<file path="config.mk">
export PLATFORM = sky130hd
export DESIGN_NAME = serial_command_frame_parser_flat
export DESIGN_NICKNAME = d
export VERILOG_FILES = /design/src/rtl/sfp_pkg.sv /design/src/rtl/sfp_byte_if.sv /design/src/rtl/sfp_result_if.sv /design/src/rtl/serial_command_frame_parser.sv /design/src/rtl/sfp_in_reg.sv /design/src/rtl/sfp_parse_core.sv /design/src/rtl/sfp_out_reg.sv /design/src/flat_wrapper.sv
export SDC_FILE = /design/constraint.sdc
export NUM_CORES = 1
export LEC_CHECK = 0
export BUFFER_PORTS_ARGS = -buffer_cell sky130_fd_sc_hd__buf_2
export CAP_MARGIN = 25
export CORE_AREA = 4 4 135 137
export CTS_CLUSTER_SIZE = 14
export DETAILED_ROUTE_END_ITERATION = 7
export DIE_AREA = 0 0 139 141
export GPL_TIMING_DRIVEN = 0
export PLACE_DENSITY = 0.68
export SLEW_MARGIN = 10
export SYNTH_ARGS = -nofsm -noshare
export SYNTH_HDL_FRONTEND = slang
export SYNTH_SLANG_ARGS = --single-unit
</file>
<file path="constraint.sdc">
create_clock -name clk -period 4.1 [get_ports clk]
set_clock_uncertainty 0.15 [all_clocks]
set_input_delay 0.205 -clock clk [delete_from_list [all_inputs] [get_ports clk]]
set_output_delay 0.205 -clock clk [all_outputs]
set_load 0.1 [all_outputs]
</file>
<file path="src/rtl/sfp_pkg.sv">
// Shared types, character codes and CRC function for the serial command frame parser.
`timescale 1ns / 1ps
package sfp_pkg;

  // Framing characters
  localparam logic [7:0] CH_M  = 8'h4D;  // 'M', v1 start
  localparam logic [7:0] CH_X  = 8'h58;  // 'X', v2 native start
  localparam logic [7:0] CH_LT = 8'h3C;  // '<', command
  localparam logic [7:0] CH_GT = 8'h3E;  // '>', reply

  localparam logic [7:0] CMD_TUNNEL   = 8'hFF;  // v1 cmd that carries a v2 header
  localparam logic [7:0] TUN_MIN_SIZE = 8'd6;   // v2 header + crc inside v1 payload
  localparam logic [7:0] CRC_POLY     = 8'hD5;  // CRC-8 DVB-S2

  localparam int unsigned HDR_DEPTH = 7;

  // Frame version codes
  localparam logic [1:0] VER_V1  = 2'd0;
  localparam logic [1:0] VER_TUN = 2'd1;
  localparam logic [1:0] VER_NAT = 2'd2;

  typedef enum logic [3:0] {
    PH_IDLE     = 4'd0,
    PH_GOT_M    = 4'd1,
    PH_GOT_X    = 4'd2,
    PH_V1_HDR   = 4'd3,
    PH_V1_DATA  = 4'd4,
    PH_V1_CHK   = 4'd5,
    PH_TUN_HDR  = 4'd6,
    PH_TUN_DATA = 4'd7,
    PH_TUN_CRC  = 4'd8,
    PH_NAT_HDR  = 4'd9,
    PH_NAT_DATA = 4'd10,
    PH_NAT_CRC  = 4'd11
  } phase_t;

  // One result item
  typedef struct packed {
    logic        payload_valid;
    logic [7:0]  payload_byte;
    logic [7:0]  payload_index;
    logic        frame_done;
    logic        frame_dropped;
    logic        is_reply;
    logic [1:0]  frame_version;
    logic [15:0] command_id;
    logic [7:0]  command_flags;
    logic [8:0]  payload_length;
  } result_t;

  // One byte through CRC-8, MSB first
  function automatic logic [7:0] crc8_d5(input logic [7:0] crc, input logic [7:0] b);
    logic [7:0] r;
    r = crc ^ b;
    for (int i = 0; i < 8; i++) begin
      r = r[7] ? ((r << 1) ^ CRC_POLY) : (r << 1);
    end
    return r;
  endfunction

endpackage

</file>
<file path="src/rtl/sfp_byte_if.sv">
// Received byte channel: valid/ready handshake with one serial byte.
`timescale 1ns / 1ps
interface sfp_byte_if;
  logic       valid;
  logic       ready;
  logic [7:0] rx_byte;

  modport source (output valid, output rx_byte, input ready);
  modport sink   (input valid, input rx_byte, output ready);
endinterface

</file>
<file path="src/rtl/sfp_result_if.sv">
// Result channel: valid/ready handshake with one parser result per byte.
`timescale 1ns / 1ps
interface sfp_result_if;
  logic        valid;
  logic        ready;
  logic        payload_valid;
  logic [7:0]  payload_byte;
  logic [7:0]  payload_index;
  logic        frame_done;
  logic        frame_dropped;
  logic        is_reply;
  logic [1:0]  frame_version;
  logic [15:0] command_id;
  logic [7:0]  command_flags;
  logic [8:0]  payload_length;

  modport source (
    output valid, output payload_valid, output payload_byte, output payload_index,
    output frame_done, output frame_dropped, output is_reply, output frame_version,
    output command_id, output command_flags, output payload_length,
    input ready
  );
  modport sink (
    input valid, input payload_valid, input payload_byte, input payload_index,
    input frame_done, input frame_dropped, input is_reply, input frame_version,
    input command_id, input command_flags, input payload_length,
    output ready
  );
endinterface

</file>
<file path="src/rtl/serial_command_frame_parser.sv">
// Top level of the serial command frame parser: v1, tunnelled v2 and native v2 frames.
//
//   channel   dir  handshake      payload
//   rx_chan   in   valid / ready  rx_byte (8)
//   res_chan  out  valid / ready  payload_valid, payload_byte, payload_index,
//                                 frame_done, frame_dropped, is_reply, frame_version,
//                                 command_id, command_flags, payload_length
//
// Flow: every byte gives exactly one result transfer. A byte passes through the
//   input register, then the parse logic into the result register; with ready held
//   high one byte is taken and one result delivered every cycle.
// Reset: synchronous, active high; parser returns to hunting for a start byte and
//   both pipeline stages are emptied. The header byte store is not cleared.
// Stalls: when res_chan.ready is low and the result register is full, the parser
//   holds its state and rx_chan.ready drops once the input register is also full.
`timescale 1ns / 1ps
module serial_command_frame_parser import sfp_pkg::*; #(
  parameter int unsigned MAX_PAYLOAD = 256
) (
  input  logic         clk,
  input  logic         rst,
  sfp_byte_if.sink     rx_chan,
  sfp_result_if.source res_chan
);

  logic       can_load;  // result register can take a new result this cycle
  logic       step;      // input register byte moves through the parser
  logic [7:0] byte_q;
  result_t    res;

  // Stage 1: capture the received byte
  sfp_in_reg u_in (
    .clk      (clk),
    .rst      (rst),
    .rx_chan  (rx_chan),
    .can_load (can_load),
    .step     (step),
    .byte_q   (byte_q)
  );

  // Parse state machine: one byte per step, payload streamed out with its index,
  // XOR checksum for v1 and CRC-8 (0xD5) for v2, both checked on tunnelled frames
  sfp_parse_core #(
    .MAX_PAYLOAD (MAX_PAYLOAD)
  ) u_core (
    .clk     (clk),
    .rst     (rst),
    .step    (step),
    .byte_in (byte_q),
    .res     (res)
  );

  // Stage 2: result register decouples the sink's ready from the parser
  sfp_out_reg u_out (
    .clk      (clk),
    .rst      (rst),
    .load     (step),
    .res_in   (res),
    .can_load (can_load),
    .res_chan (res_chan)
  );

endmodule

</file>
<file path="src/rtl/sfp_in_reg.sv">
// Input register stage: captures one received byte and hands it to the parser.
`timescale 1ns / 1ps
module sfp_in_reg (
  input  logic       clk,
  input  logic       rst,
  sfp_byte_if.sink   rx_chan,
  input  logic       can_load,
  output logic       step,
  output logic [7:0] byte_q
);

  logic vld;

  assign step          = vld && can_load;
  assign rx_chan.ready = !vld || can_load;

  always_ff @(posedge clk) begin
    if (rst) begin
      vld <= 1'b0;
    end else if (rx_chan.ready) begin
      vld <= rx_chan.valid;
    end
  end

  always_ff @(posedge clk) begin
    if (rx_chan.valid && rx_chan.ready) begin
      byte_q <= rx_chan.rx_byte;
    end
  end

endmodule

</file>
<file path="src/rtl/sfp_parse_core.sv">
// Frame parser state, header store, XOR and CRC-8 checksums, per-byte result logic.
`timescale 1ns / 1ps
module sfp_parse_core import sfp_pkg::*; #(
  parameter int unsigned MAX_PAYLOAD = 256
) (
  input  logic       clk,
  input  logic       rst,
  input  logic       step,
  input  logic [7:0] byte_in,
  output result_t    res
);

  localparam int unsigned LEN_W = $clog2(MAX_PAYLOAD + 1);
  localparam logic [15:0] MAX_LEN = 16'(MAX_PAYLOAD);

  phase_t             phase, phase_next;
  logic [1:0]         version, version_next;
  logic               reply, reply_next;
  logic [LEN_W-1:0]   offset, offset_next;
  logic [7:0]         xor_sum, xor_sum_next;
  logic [7:0]         crc_sum, crc_sum_next;
  logic [LEN_W-1:0]   length, length_next;
  logic [15:0]        command, command_next;
  logic [7:0]         flags, flags_next;
  logic [7:0]         hdr [HDR_DEPTH];

  logic               hdr_we;
  logic [LEN_W-1:0]   offset_inc;
  logic [7:0]         crc_upd;
  logic [15:0]        v1_size;
  logic [15:0]        v2_size;
  logic [15:0]        v2_cmd;
  logic [7:0]         v2_flags;
  logic               pv, done, drop, framed;
  logic [15:0]        offset16, length16;

  assign offset_inc = offset + LEN_W'(1);
  assign crc_upd    = crc8_d5(crc_sum, byte_in);
  assign v1_size    = {8'h00, hdr[0]};
  assign offset16   = 16'(offset);

  // v2 header fields; the last size byte is the current byte
  always_comb begin
    if (phase == PH_TUN_HDR) begin
      v2_flags = hdr[2];
      v2_cmd   = {hdr[4], hdr[3]};
      v2_size  = {byte_in, hdr[5]};
    end else begin
      v2_flags = hdr[0];
      v2_cmd   = {hdr[2], hdr[1]};
      v2_size  = {byte_in, hdr[3]};
    end
  end

  always_comb begin
    phase_next   = phase;
    version_next = version;
    reply_next   = reply;
    offset_next  = offset;
    xor_sum_next = xor_sum;
    crc_sum_next = crc_sum;
    length_next  = length;
    command_next = command;
    flags_next   = flags;
    hdr_we       = 1'b0;
    pv           = 1'b0;
    done         = 1'b0;
    drop         = 1'b0;

    unique case (phase)
      PH_GOT_M, PH_GOT_X: begin
        if (byte_in == CH_LT || byte_in == CH_GT) begin
          reply_next = (byte_in == CH_GT);
          phase_next = (phase == PH_GOT_M) ? PH_V1_HDR : PH_NAT_HDR;
        end else begin
          drop = 1'b1;
        end
      end
      PH_V1_HDR: begin
        hdr_we       = 1'b1;
        offset_next  = offset_inc;
        xor_sum_next = xor_sum ^ byte_in;
        if (offset == LEN_W'(1)) begin
          if (v1_size > MAX_LEN) begin
            drop = 1'b1;
          end else if (byte_in == CMD_TUNNEL) begin
            if (hdr[0] >= TUN_MIN_SIZE) begin
              version_next = VER_TUN;
              phase_next   = PH_TUN_HDR;
            end else begin
              drop = 1'b1;
            end
          end else begin
            length_next  = LEN_W'(v1_size);
            command_next = {8'h00, byte_in};
            flags_next   = 8'h00;
            offset_next  = '0;
            phase_next   = (hdr[0] != 8'h00) ? PH_V1_DATA : PH_V1_CHK;
          end
        end
      end
      PH_V1_DATA, PH_TUN_DATA, PH_NAT_DATA: begin
        pv          = 1'b1;
        offset_next = offset_inc;
        if (phase != PH_NAT_DATA) begin
          xor_sum_next = xor_sum ^ byte_in;
        end
        if (phase != PH_V1_DATA) begin
          crc_sum_next = crc_upd;
        end
        if (offset_inc >= length) begin
          phase_next = (phase == PH_V1_DATA)  ? PH_V1_CHK :
                       (phase == PH_TUN_DATA) ? PH_TUN_CRC : PH_NAT_CRC;
        end
      end
      PH_V1_CHK, PH_NAT_CRC: begin
        if ((phase == PH_V1_CHK ? xor_sum : crc_sum) == byte_in) begin
          done = 1'b1;
        end else begin
          drop = 1'b1;
        end
        phase_next = PH_IDLE;
      end
      PH_TUN_HDR, PH_NAT_HDR: begin
        hdr_we       = (offset < LEN_W'(HDR_DEPTH));
        offset_next  = offset_inc;
        crc_sum_next = crc_upd;
        if (phase == PH_TUN_HDR) begin
          xor_sum_next = xor_sum ^ byte_in;
        end
        if ((phase == PH_TUN_HDR && offset == LEN_W'(6)) ||
            (phase == PH_NAT_HDR && offset == LEN_W'(4))) begin
          if (v2_size > MAX_LEN) begin
            drop = 1'b1;
          end else begin
            flags_next   = v2_flags;
            command_next = v2_cmd;
            length_next  = LEN_W'(v2_size);
            offset_next  = '0;
            if (phase == PH_TUN_HDR) begin
              phase_next = (v2_size != 16'h0000) ? PH_TUN_DATA : PH_TUN_CRC;
            end else begin
              phase_next = (v2_size != 16'h0000) ? PH_NAT_DATA : PH_NAT_CRC;
            end
          end
        end
      end
      PH_TUN_CRC: begin
        xor_sum_next = xor_sum ^ byte_in;
        if (crc_sum == byte_in) begin
          phase_next = PH_V1_CHK;
        end else begin
          drop = 1'b1;
        end
      end
      default: begin
        // idle, and any code without meaning: hunt for a start byte
        offset_next  = '0;
        xor_sum_next = 8'h00;
        crc_sum_next = 8'h00;
        reply_next   = 1'b0;
        if (byte_in == CH_M) begin
          phase_next   = PH_GOT_M;
          version_next = VER_V1;
        end else if (byte_in == CH_X) begin
          phase_next   = PH_GOT_X;
          version_next = VER_NAT;
        end else begin
          phase_next = PH_IDLE;
        end
      end
    endcase

    if (drop) begin
      phase_next = PH_IDLE;
    end
  end

  assign framed   = pv || done || drop;
  assign length16 = 16'(length_next);

  always_comb begin
    res                = '0;
    res.payload_valid  = pv;
    res.payload_byte   = pv ? byte_in : 8'h00;
    res.payload_index  = pv ? offset16[7:0] : 8'h00;
    res.frame_done     = done;
    res.frame_dropped  = drop;
    res.is_reply       = framed ? reply_next : 1'b0;
    res.frame_version  = framed ? version_next : 2'b00;
    res.command_id     = done ? command_next : 16'h0000;
    res.command_flags  = done ? flags_next : 8'h00;
    res.payload_length = done ? length16[8:0] : 9'h000;
  end

  always_ff @(posedge clk) begin
    if (rst) begin
      phase   <= PH_IDLE;
      version <= VER_V1;
      reply   <= 1'b0;
      offset  <= '0;
      xor_sum <= 8'h00;
      crc_sum <= 8'h00;
      length  <= '0;
      command <= 16'h0000;
      flags   <= 8'h00;
    end else if (step) begin
      phase   <= phase_next;
      version <= version_next;
      reply   <= reply_next;
      offset  <= offset_next;
      xor_sum <= xor_sum_next;
      crc_sum <= crc_sum_next;
      length  <= length_next;
      command <= command_next;
      flags   <= flags_next;
    end
  end

  always_ff @(posedge clk) begin
    if (step && hdr_we) begin
      hdr[offset[2:0]] <= byte_in;
    end
  end

  // A frame that ends or drops always returns to hunting
  a_end_to_idle: assert property (@(posedge clk) disable iff (rst)
    step && (done || drop) |=> phase == PH_IDLE)
    else $error("parser did not return to idle after frame end");

  // Payload index stays inside the declared length
  a_index_in_range: assert property (@(posedge clk) disable iff (rst)
    step && pv |-> offset < length)
    else $error("payload byte beyond frame length");

  // Data phases only run with a nonzero length within the limit
  a_data_len: assert property (@(posedge clk) disable iff (rst)
    (phase == PH_V1_DATA || phase == PH_TUN_DATA || phase == PH_NAT_DATA) |->
      (length != '0) && (16'(length) <= MAX_LEN))
    else $error("data phase with bad length");

endmodule

</file>
<file path="src/rtl/sfp_out_reg.sv">
// Result register: holds one parser result until the sink takes it.
`timescale 1ns / 1ps
module sfp_out_reg import sfp_pkg::*; (
  input  logic        clk,
  input  logic        rst,
  input  logic        load,
  input  result_t     res_in,
  output logic        can_load,
  sfp_result_if.source res_chan
);

  logic    vld;
  result_t data;

  assign can_load = !vld || res_chan.ready;

  always_ff @(posedge clk) begin
    if (rst) begin
      vld <= 1'b0;
    end else if (can_load) begin
      vld <= load;
    end
  end

  always_ff @(posedge clk) begin
    if (load) begin
      data <= res_in;
    end
  end

  assign res_chan.valid          = vld;
  assign res_chan.payload_valid  = data.payload_valid;
  assign res_chan.payload_byte   = data.payload_byte;
  assign res_chan.payload_index  = data.payload_index;
  assign res_chan.frame_done     = data.frame_done;
  assign res_chan.frame_dropped  = data.frame_dropped;
  assign res_chan.is_reply       = data.is_reply;
  assign res_chan.frame_version  = data.frame_version;
  assign res_chan.command_id     = data.command_id;
  assign res_chan.command_flags  = data.command_flags;
  assign res_chan.payload_length = data.payload_length;

endmodule
</file>
<file path="src/flat_wrapper.sv">
// flat-port wrapper written by rule: the top's interface ports become plain ports
module serial_command_frame_parser_flat import sfp_pkg::*;
#(
  parameter int unsigned MAX_PAYLOAD = 256
)
  (clk, rst, rx_chan_valid, rx_chan_rx_byte, rx_chan_ready, res_chan_valid, res_chan_payload_valid, res_chan_payload_byte, res_chan_payload_index, res_chan_frame_done, res_chan_frame_dropped, res_chan_is_reply, res_chan_frame_version, res_chan_command_id, res_chan_command_flags, res_chan_payload_length, res_chan_ready);
  sfp_byte_if rx_chan_i ();
  sfp_result_if res_chan_i ();
  input  logic clk;
  input  logic rst;
  input wire logic [$bits(rx_chan_i.valid)-1:0] rx_chan_valid;
  input wire logic [$bits(rx_chan_i.rx_byte)-1:0] rx_chan_rx_byte;
  output wire logic [$bits(rx_chan_i.ready)-1:0] rx_chan_ready;
  output wire logic [$bits(res_chan_i.valid)-1:0] res_chan_valid;
  output wire logic [$bits(res_chan_i.payload_valid)-1:0] res_chan_payload_valid;
  output wire logic [$bits(res_chan_i.payload_byte)-1:0] res_chan_payload_byte;
  output wire logic [$bits(res_chan_i.payload_index)-1:0] res_chan_payload_index;
  output wire logic [$bits(res_chan_i.frame_done)-1:0] res_chan_frame_done;
  output wire logic [$bits(res_chan_i.frame_dropped)-1:0] res_chan_frame_dropped;
  output wire logic [$bits(res_chan_i.is_reply)-1:0] res_chan_is_reply;
  output wire logic [$bits(res_chan_i.frame_version)-1:0] res_chan_frame_version;
  output wire logic [$bits(res_chan_i.command_id)-1:0] res_chan_command_id;
  output wire logic [$bits(res_chan_i.command_flags)-1:0] res_chan_command_flags;
  output wire logic [$bits(res_chan_i.payload_length)-1:0] res_chan_payload_length;
  input wire logic [$bits(res_chan_i.ready)-1:0] res_chan_ready;
  assign rx_chan_i.valid = rx_chan_valid;
  assign rx_chan_i.rx_byte = rx_chan_rx_byte;
  assign rx_chan_ready = rx_chan_i.ready;
  assign res_chan_valid = res_chan_i.valid;
  assign res_chan_payload_valid = res_chan_i.payload_valid;
  assign res_chan_payload_byte = res_chan_i.payload_byte;
  assign res_chan_payload_index = res_chan_i.payload_index;
  assign res_chan_frame_done = res_chan_i.frame_done;
  assign res_chan_frame_dropped = res_chan_i.frame_dropped;
  assign res_chan_is_reply = res_chan_i.is_reply;
  assign res_chan_frame_version = res_chan_i.frame_version;
  assign res_chan_command_id = res_chan_i.command_id;
  assign res_chan_command_flags = res_chan_i.command_flags;
  assign res_chan_payload_length = res_chan_i.payload_length;
  assign res_chan_i.ready = res_chan_ready;
  serial_command_frame_parser #(.MAX_PAYLOAD(MAX_PAYLOAD)) u_core (.clk(clk), .rst(rst), .rx_chan(rx_chan_i), .res_chan(res_chan_i));
endmodule
</file>
# ---- After elaboration in Yosys (flattened, before gate mapping)
# Memory sizes are Yosys's and may differ from the RTL's.
# Cells that the tools add are included.
dict set report word_totals {
  regBits 130
  ram_bits 56
  n_memories 1
}
dict set report classes {
  add_sub_neg 1
  magnitude_cmp 5
  eq_ne 34
  muxes 86
  bitwise 13
  reduce_logical 29
}
# name words width read_ports rd_ports_with_merged_regs write_ports line_no
set memory_table {}
lappend memory_table {u_core.u_core.hdr 7 8 6 0 1 sfp_parse_core.sv:25} ;# logic [7:0] hdr [HDR_DEPTH];
# operator count
set ops {}
lappend ops {{8-bit 2-to-1 mux} 19}
lappend ops {{16-bit 2-to-1 mux} 6}
lappend ops {{9-bit 2-to-1 mux} 10}
lappend ops {{4-bit 2-to-1 mux} 14}
lappend ops {{5-bit inverter} 8}
lappend ops {{9-bit case mux with 4 select lines} 1}
lappend ops {{16-bit case mux with 2 select lines} 1}
lappend ops {{8-bit case mux with 4 select lines} 1}
lappend ops {{4-bit case mux with 6 select lines} 1}
lappend ops {{8-bit case mux with 3 select lines} 1}
lappend ops {{3-bit != test, second input constant} 7}
lappend ops {{9-bit by 3-bit == test with 1-bit output, second input constant} 2}
lappend ops {{2-bit 2-to-1 mux} 9}
lappend ops {{9-bit case mux with 2 select lines} 1}
lappend ops {{1-bit 2-to-1 mux} 17}
lappend ops {{4-bit by 3-bit == test with 1-bit output, second input constant} 4}
lappend ops {{4-bit == test, second input constant} 4}
lappend ops {{8-bit by 6-bit == test with 1-bit output, second input constant} 2}
lappend ops {{8-bit by 7-bit == test with 1-bit output, second input constant} 2}
lappend ops {{8-bit == test} 2}
lappend ops {{16-bit by 9-bit greater-than comparator with 1-bit output, second input constant} 1}
lappend ops {{8-bit case mux with 2 select lines} 1}
lappend ops {{16-bit nonzero test} 1}
lappend ops {{8-bit bitwise XOR} 2}
lappend ops {{other kinds (31)} 51}

# ---- Depth between registers and ports, before layout
dict set report depth {
  ltp_word 19
  depth_mapped 12
  mapped_depth_nobuf 12
}

# ---- Modules after synthesis
# Synthesis repeated with hierarchy kept, for this count alone.
dict set report hier_totals {
  cells_unflattened 817
  area_unflattened_um2 8500.7
}
# mod instances cells_per_inst area_per_inst_um2 seq_area_each_um2
set modules_own_cells {}
lappend modules_own_cells {sfp_parse_core 1 744 6500.0 2742.6}
lappend modules_own_cells {sfp_out_reg 1 59 1697.9 1671.6}
lappend modules_own_cells {sfp_in_reg 1 14 302.8 260.2}

# ---- Worst setup path after synthesis
# Ideal clock, no wire load.
dict set report synth_timing {
  kind {register -> register}
  startpoint {register u_core.u_out.vld (netlist: u_core.u_out.res_chan.valid)}
  endpoint {register u_core.u_out.data (netlist bit u_core.u_out.res_chan.command_flags[0]) (enable)}
  t_arrival_ns 3.257
  required_ns 3.509
  setup_slack_ns 0.252
  path_stages_with_launch 7
  synth_period_minus_slack_ns 3.848
  cell_sequence {dfxtp_1 > nor2b_1 > nand2b_1 > clkbuf_1 > clkinv_1 > buf_2 > buf_1}
}
dict set report synth_via {
  elab_chain_cells 3
}
# item line_no
set synth_rtl {}
lappend synth_rtl {{from (decl)} sfp_out_reg.sv:12} ;# logic vld;
lappend synth_rtl {{from (signal assigned)} sfp_out_reg.sv:21} ;# vld <= load;
lappend synth_rtl {{1-bit logical NOT} sfp_out_reg.sv:15} ;# assign can_load = !vld || res_chan.ready;
lappend synth_rtl {{1-bit logical OR} sfp_out_reg.sv:15}
lappend synth_rtl {{1-bit logical AND} sfp_in_reg.sv:14} ;# assign step = vld && can_load;
lappend synth_rtl {{via u_core.step} serial_command_frame_parser.sv:27} ;# logic step;
lappend synth_rtl {{to (signal assigned)} sfp_out_reg.sv:27} ;# data <= res_in;
lappend synth_rtl {{to (decl)} sfp_out_reg.sv:13} ;# result_t data;
# The timed path passes the listed nets, and every way through them passes these cells.
# A chain may end at the register's enable or synchronous reset.

# ---- Worst setup path after layout
dict set report layout_timing {
  startpoint {register u_core.u_core.phase[0]}
  endpoint {memory u_core.u_core.hdr[1][6] (enable)}
}
dict set report layout_via {
  elab_chain_cells 6
  elab_cells_between_ends 8
  classes_between {eq/ne: 3; mux: 3; reduce/logical: 2}
}
# item line_no
set layout_rtl {}
lappend layout_rtl {{from (decl)} sfp_parse_core.sv:16} ;# phase_t phase, phase_next;
lappend layout_rtl {{from (signal assigned)} sfp_parse_core.sv:208} ;# phase <= phase_next;
lappend layout_rtl {{4-bit by 3-bit == test with 1-bit output or 4-bit == test (tied branches)} sfp_parse_core.sv:70} ;# unique case (phase)
lappend layout_rtl {{2-bit OR reduction} n/a}
lappend layout_rtl {{1-bit case mux with 2 select lines *} sfp_parse_core.sv:70}
lappend layout_rtl {{1-bit logical AND *} sfp_parse_core.sv:221} ;# if (step && hdr_we) begin
lappend layout_rtl {{1-bit 2-to-1 mux *} sfp_parse_core.sv:221}
lappend layout_rtl {{1-bit 2-to-1 mux (not written as such) *} sfp_parse_core.sv:222} ;# hdr[offset[2:0]] <= byte_in;
lappend layout_rtl {{to (decl)} sfp_parse_core.sv:25}
# Mark *: on every way between the ends. The rest lies on a longest branch, timed or not.

==> reports/qor.csv <==
metric;value;unit
Synth area leaders;edfxtp_1 38%, dfxtp_1 15%, nor2_1 4.7%, a21oi_1 4.3%, nand2_1 3.8%;
max-cap viol count;0;
H-tree depth;4;
die width;139;um
CP endpoint;u_core.u_core.hdr[1][6];
Top FF cell, synth;edfxtp_1;
Yosys Warn Count;0;
GRT Resource Usage Total;25.0;%
Setup violations, final;0;
Layout Nets;1025;
largest net degree at the start of global routing;42;
commonest cells in the netlist;111 x edfxtp_1, 109 x nor2_1, 88 x nand2_1, 76 x a21oi_1, 67 x dfxtp_1;
IO Pins;69;
Placement Rows;48;
Peak Freq;0.274;GHz
fin crit period;3.65;ns
Cell Pwr Density;392;nW/um^2
ys async rst share;0;%
# diodes;0;
Clk pwr share;41.2;%
final worst slack;0.453;ns
sw power;1.09;mW
worst vdd ir;0.324;mV
dpl cells;1193;
WL/cell;19.5;um
crit start category;flip-flop;
Crit Reg-Reg Startpoint;u_core.u_core.phase[0];
Core ar.;17100;um^2
area leader, netlist;edfxtp_1;
CP arrival;3.65;ns
Sink Count;178;
status;finished, final reports clean;
Starting Density;51.3;%
DRC violations left;0;
Reg clk slew, reported paths;0.07;ns
vias in the first global route;6791;
Port Buffers;67;
Worst Tran Pin Value;0.900;ns
final period utilization;89.0;%
Synth cell types;65;
drt via density;5.83;
CTS tree;built;
CTS root buf;clkbuf_16;
internal cell power;2.88;mW
die height;141;um
cell with the most instances after synthesis;edfxtp_1;
grt total ovfl;0;
flops & latches, synth;178;
crit end category;flip-flop;
Finished Layout Cells;1236;
critical path class;reg -> reg;
Sw Ratio;27.5;%
Cells after Synth;896;
EDFF count, synth;111;
RR Endpoint;u_core.u_core.hdr[1][6];
flop2flop setup slack;0.45;ns
Max FO, Critical Path;10;
starting DRC count in detailed routing;851;
Final Instance Area;10100;um^2
share of Yosys cell area claimed by the top area cell type;38.1;%
final wirelength;24.2;mm
hpwl dp;17.4;mm
share of cells above drive strength 1;13.4;%
Comb pwr share;9.5;%
Synth Net Count;923;
initial antenna violation count;0;
worst reg2reg path depth;8;
deepest clock path buffer count;2;
fillers;1476;
post-synthesis sequential area ratio;53.4;%
pre-CTS setup slack;0.579;ns
Layout area overhead;15.7;%
vias;7211;
Flop pwr share;49.3;%
Post-Synthesis Cell Area;8750;um^2
Crit path required time;4.11;ns
DP Area;9420;um^2
GPL Wtd Cong;0.967;
Final Hold Fails;0;
CP Launch Point;u_core.u_core.phase[0];
Hold Crit Class;in -> reg;
max_slew headroom;40.0;%
first-pass GRT wire length;38.3;mm
TritonRoute pass-1 iters;5;
LEAKAGE;3.60;nW
WHS;0.267;ns
Final Util;59.4;%
CTS buffer count;17;
RSZ-0062 raised after global routing;no;
Slew Limit Fails;0;
area of the die;19600;um^2
postcts setup bufs;0;
Final ANT Viol Nets;0;
Mapped Avg Cell Area;9.77;um^2
worst skew pair latency;0.44;ns
## worst min path at each step
stage,depth (start not counted),from,end
after CTS,2,rst,u_core.u_core.phase[0]
after floorplan,0,rx_chan_rx_byte[0],u_core.u_in.byte_q[0]
after detailed placement,1,rx_chan_rx_byte[4],u_core.u_in.byte_q[4]
after global placement,1,rx_chan_rx_byte[7],u_core.u_in.byte_q[7]
final,2,rst,u_core.u_core.phase[0]
after global routing,2,rst,u_core.u_core.phase[0]
## worst max-delay path, cell delays in order, from the launching register on
cell	delay, ns
dfxtp_1	0.33
clkbuf_1	0.32
nand2_1	0.28
nor3_1	0.70
clkbuf_1	0.45
nor2_1	0.10
nor3_1	0.27
nor3b_1	0.50
buf_4	0.25
## area by class of cell
cell class	instances	area (um^2)	share of cell area [%]
buffer	59	253	2.50
clock buffer	19	464	4.58
sequential	178	4670	46.2
tap	225	282	2.78
inverter	32	120	1.19
multi-input combinational	627	3710	36.7
clock inverter	13	134	1.32
timing repair buffer	83	488	4.82
## stage by stage
step,TNS [ns],power (mW)
detailed placement,0,2.37
finish,0,3.97
floorplan,0,2.29
global route,0,4.10
CTS,0,4.00
global placement,-17.99,2.37
## layer usage
| metal | wire (um) | part of all wire, % | track usage, % |
|---|---|---|---|
| met1 | 10600 | 44 | 35.4 |
| met4 | 664 | 2.7 | 9.06 |
| met2 | 10500 | 44 | 37.5 |
| met5 | 0 | 0 | 0 |
| met3 | 2390 | 9.9 | 6.24 |
## sequential cells by signal (all words and copies together), names as in the netlist, 2 cells and up
name,count
u_core.u_core.command,16
u_core.u_core.crc_sum,8
u_core.u_core.flags,8
u_core.u_core.hdr,48
u_core.u_core.length,9
u_core.u_core.offset,9
u_core.u_core.phase,4
u_core.u_core.version,2
u_core.u_core.xor_sum,8
u_core.u_in.byte_q,8
u_core.u_out.res_chan.command_flags,8
u_core.u_out.res_chan.command_id,16
u_core.u_out.res_chan.frame_version,2
u_core.u_out.res_chan.payload_byte,8
u_core.u_out.res_chan.payload_index,8
u_core.u_out.res_chan.payload_length,9
## logic make-up (layout without fill, tap and decap cells)
kind of cell | count (synthesis) | in the layout | synth area share [%]
compound gates | 224 | 224 | 15.7
xor+xnor | 51 | 51 | 5.10
fa+ha+maj | 16 | 16 | 2.26
buf+inv | 91 | 206 | 4.25
flops | 178 | 178 | 53.4
mux | 16 | 16 | 1.83
simple gates | 320 | 320 | 17.5
## timing repair
| item | 4_1_cts | 5_1_grt |
|---|---|---|
| resized for setup | 0 | 0 |
| hold buffers | 11 | 0 |
| hold endpoints to repair | 10 | 0 |
| endpoints found under the setup margin | 0 | 0 |
## cell usage in the layout (no fill, tap or decap), types with 8 or more instances in the layout
cell type	instances
nand2_1	88
dlygate4sd3_1	11
dfxtp_1	67
nor3_1	27
nor2b_1	17
a21oi_1	76
a31oi_1	15
xnor2_1	31
clkbuf_1	40
nand4_1	12
a22oi_1	19
and3_1	8
xor2_1	20
clkbuf_16	18
ha_1	15
nor2_1	109
edfxtp_1	111
a211oi_1	25
o21ai_0	49
mux2i_1	16
buf_2	83
nand3_1	24
inv_1	30
## power groups by stage
stage / Combinational, mW / Clock (mW) / Sequential, mW
floorplan: 0.133 / 0 / 2.16
finish: 0.378 / 1.64 / 1.96
global route: 0.398 / 1.74 / 1.96
global placement: 0.365 / 0 / 2.00
detailed placement: 0.369 / 0 / 2.00
CTS: 0.378 / 1.66 / 1.96
Note: power is estimated with default switching activity, not from simulation.
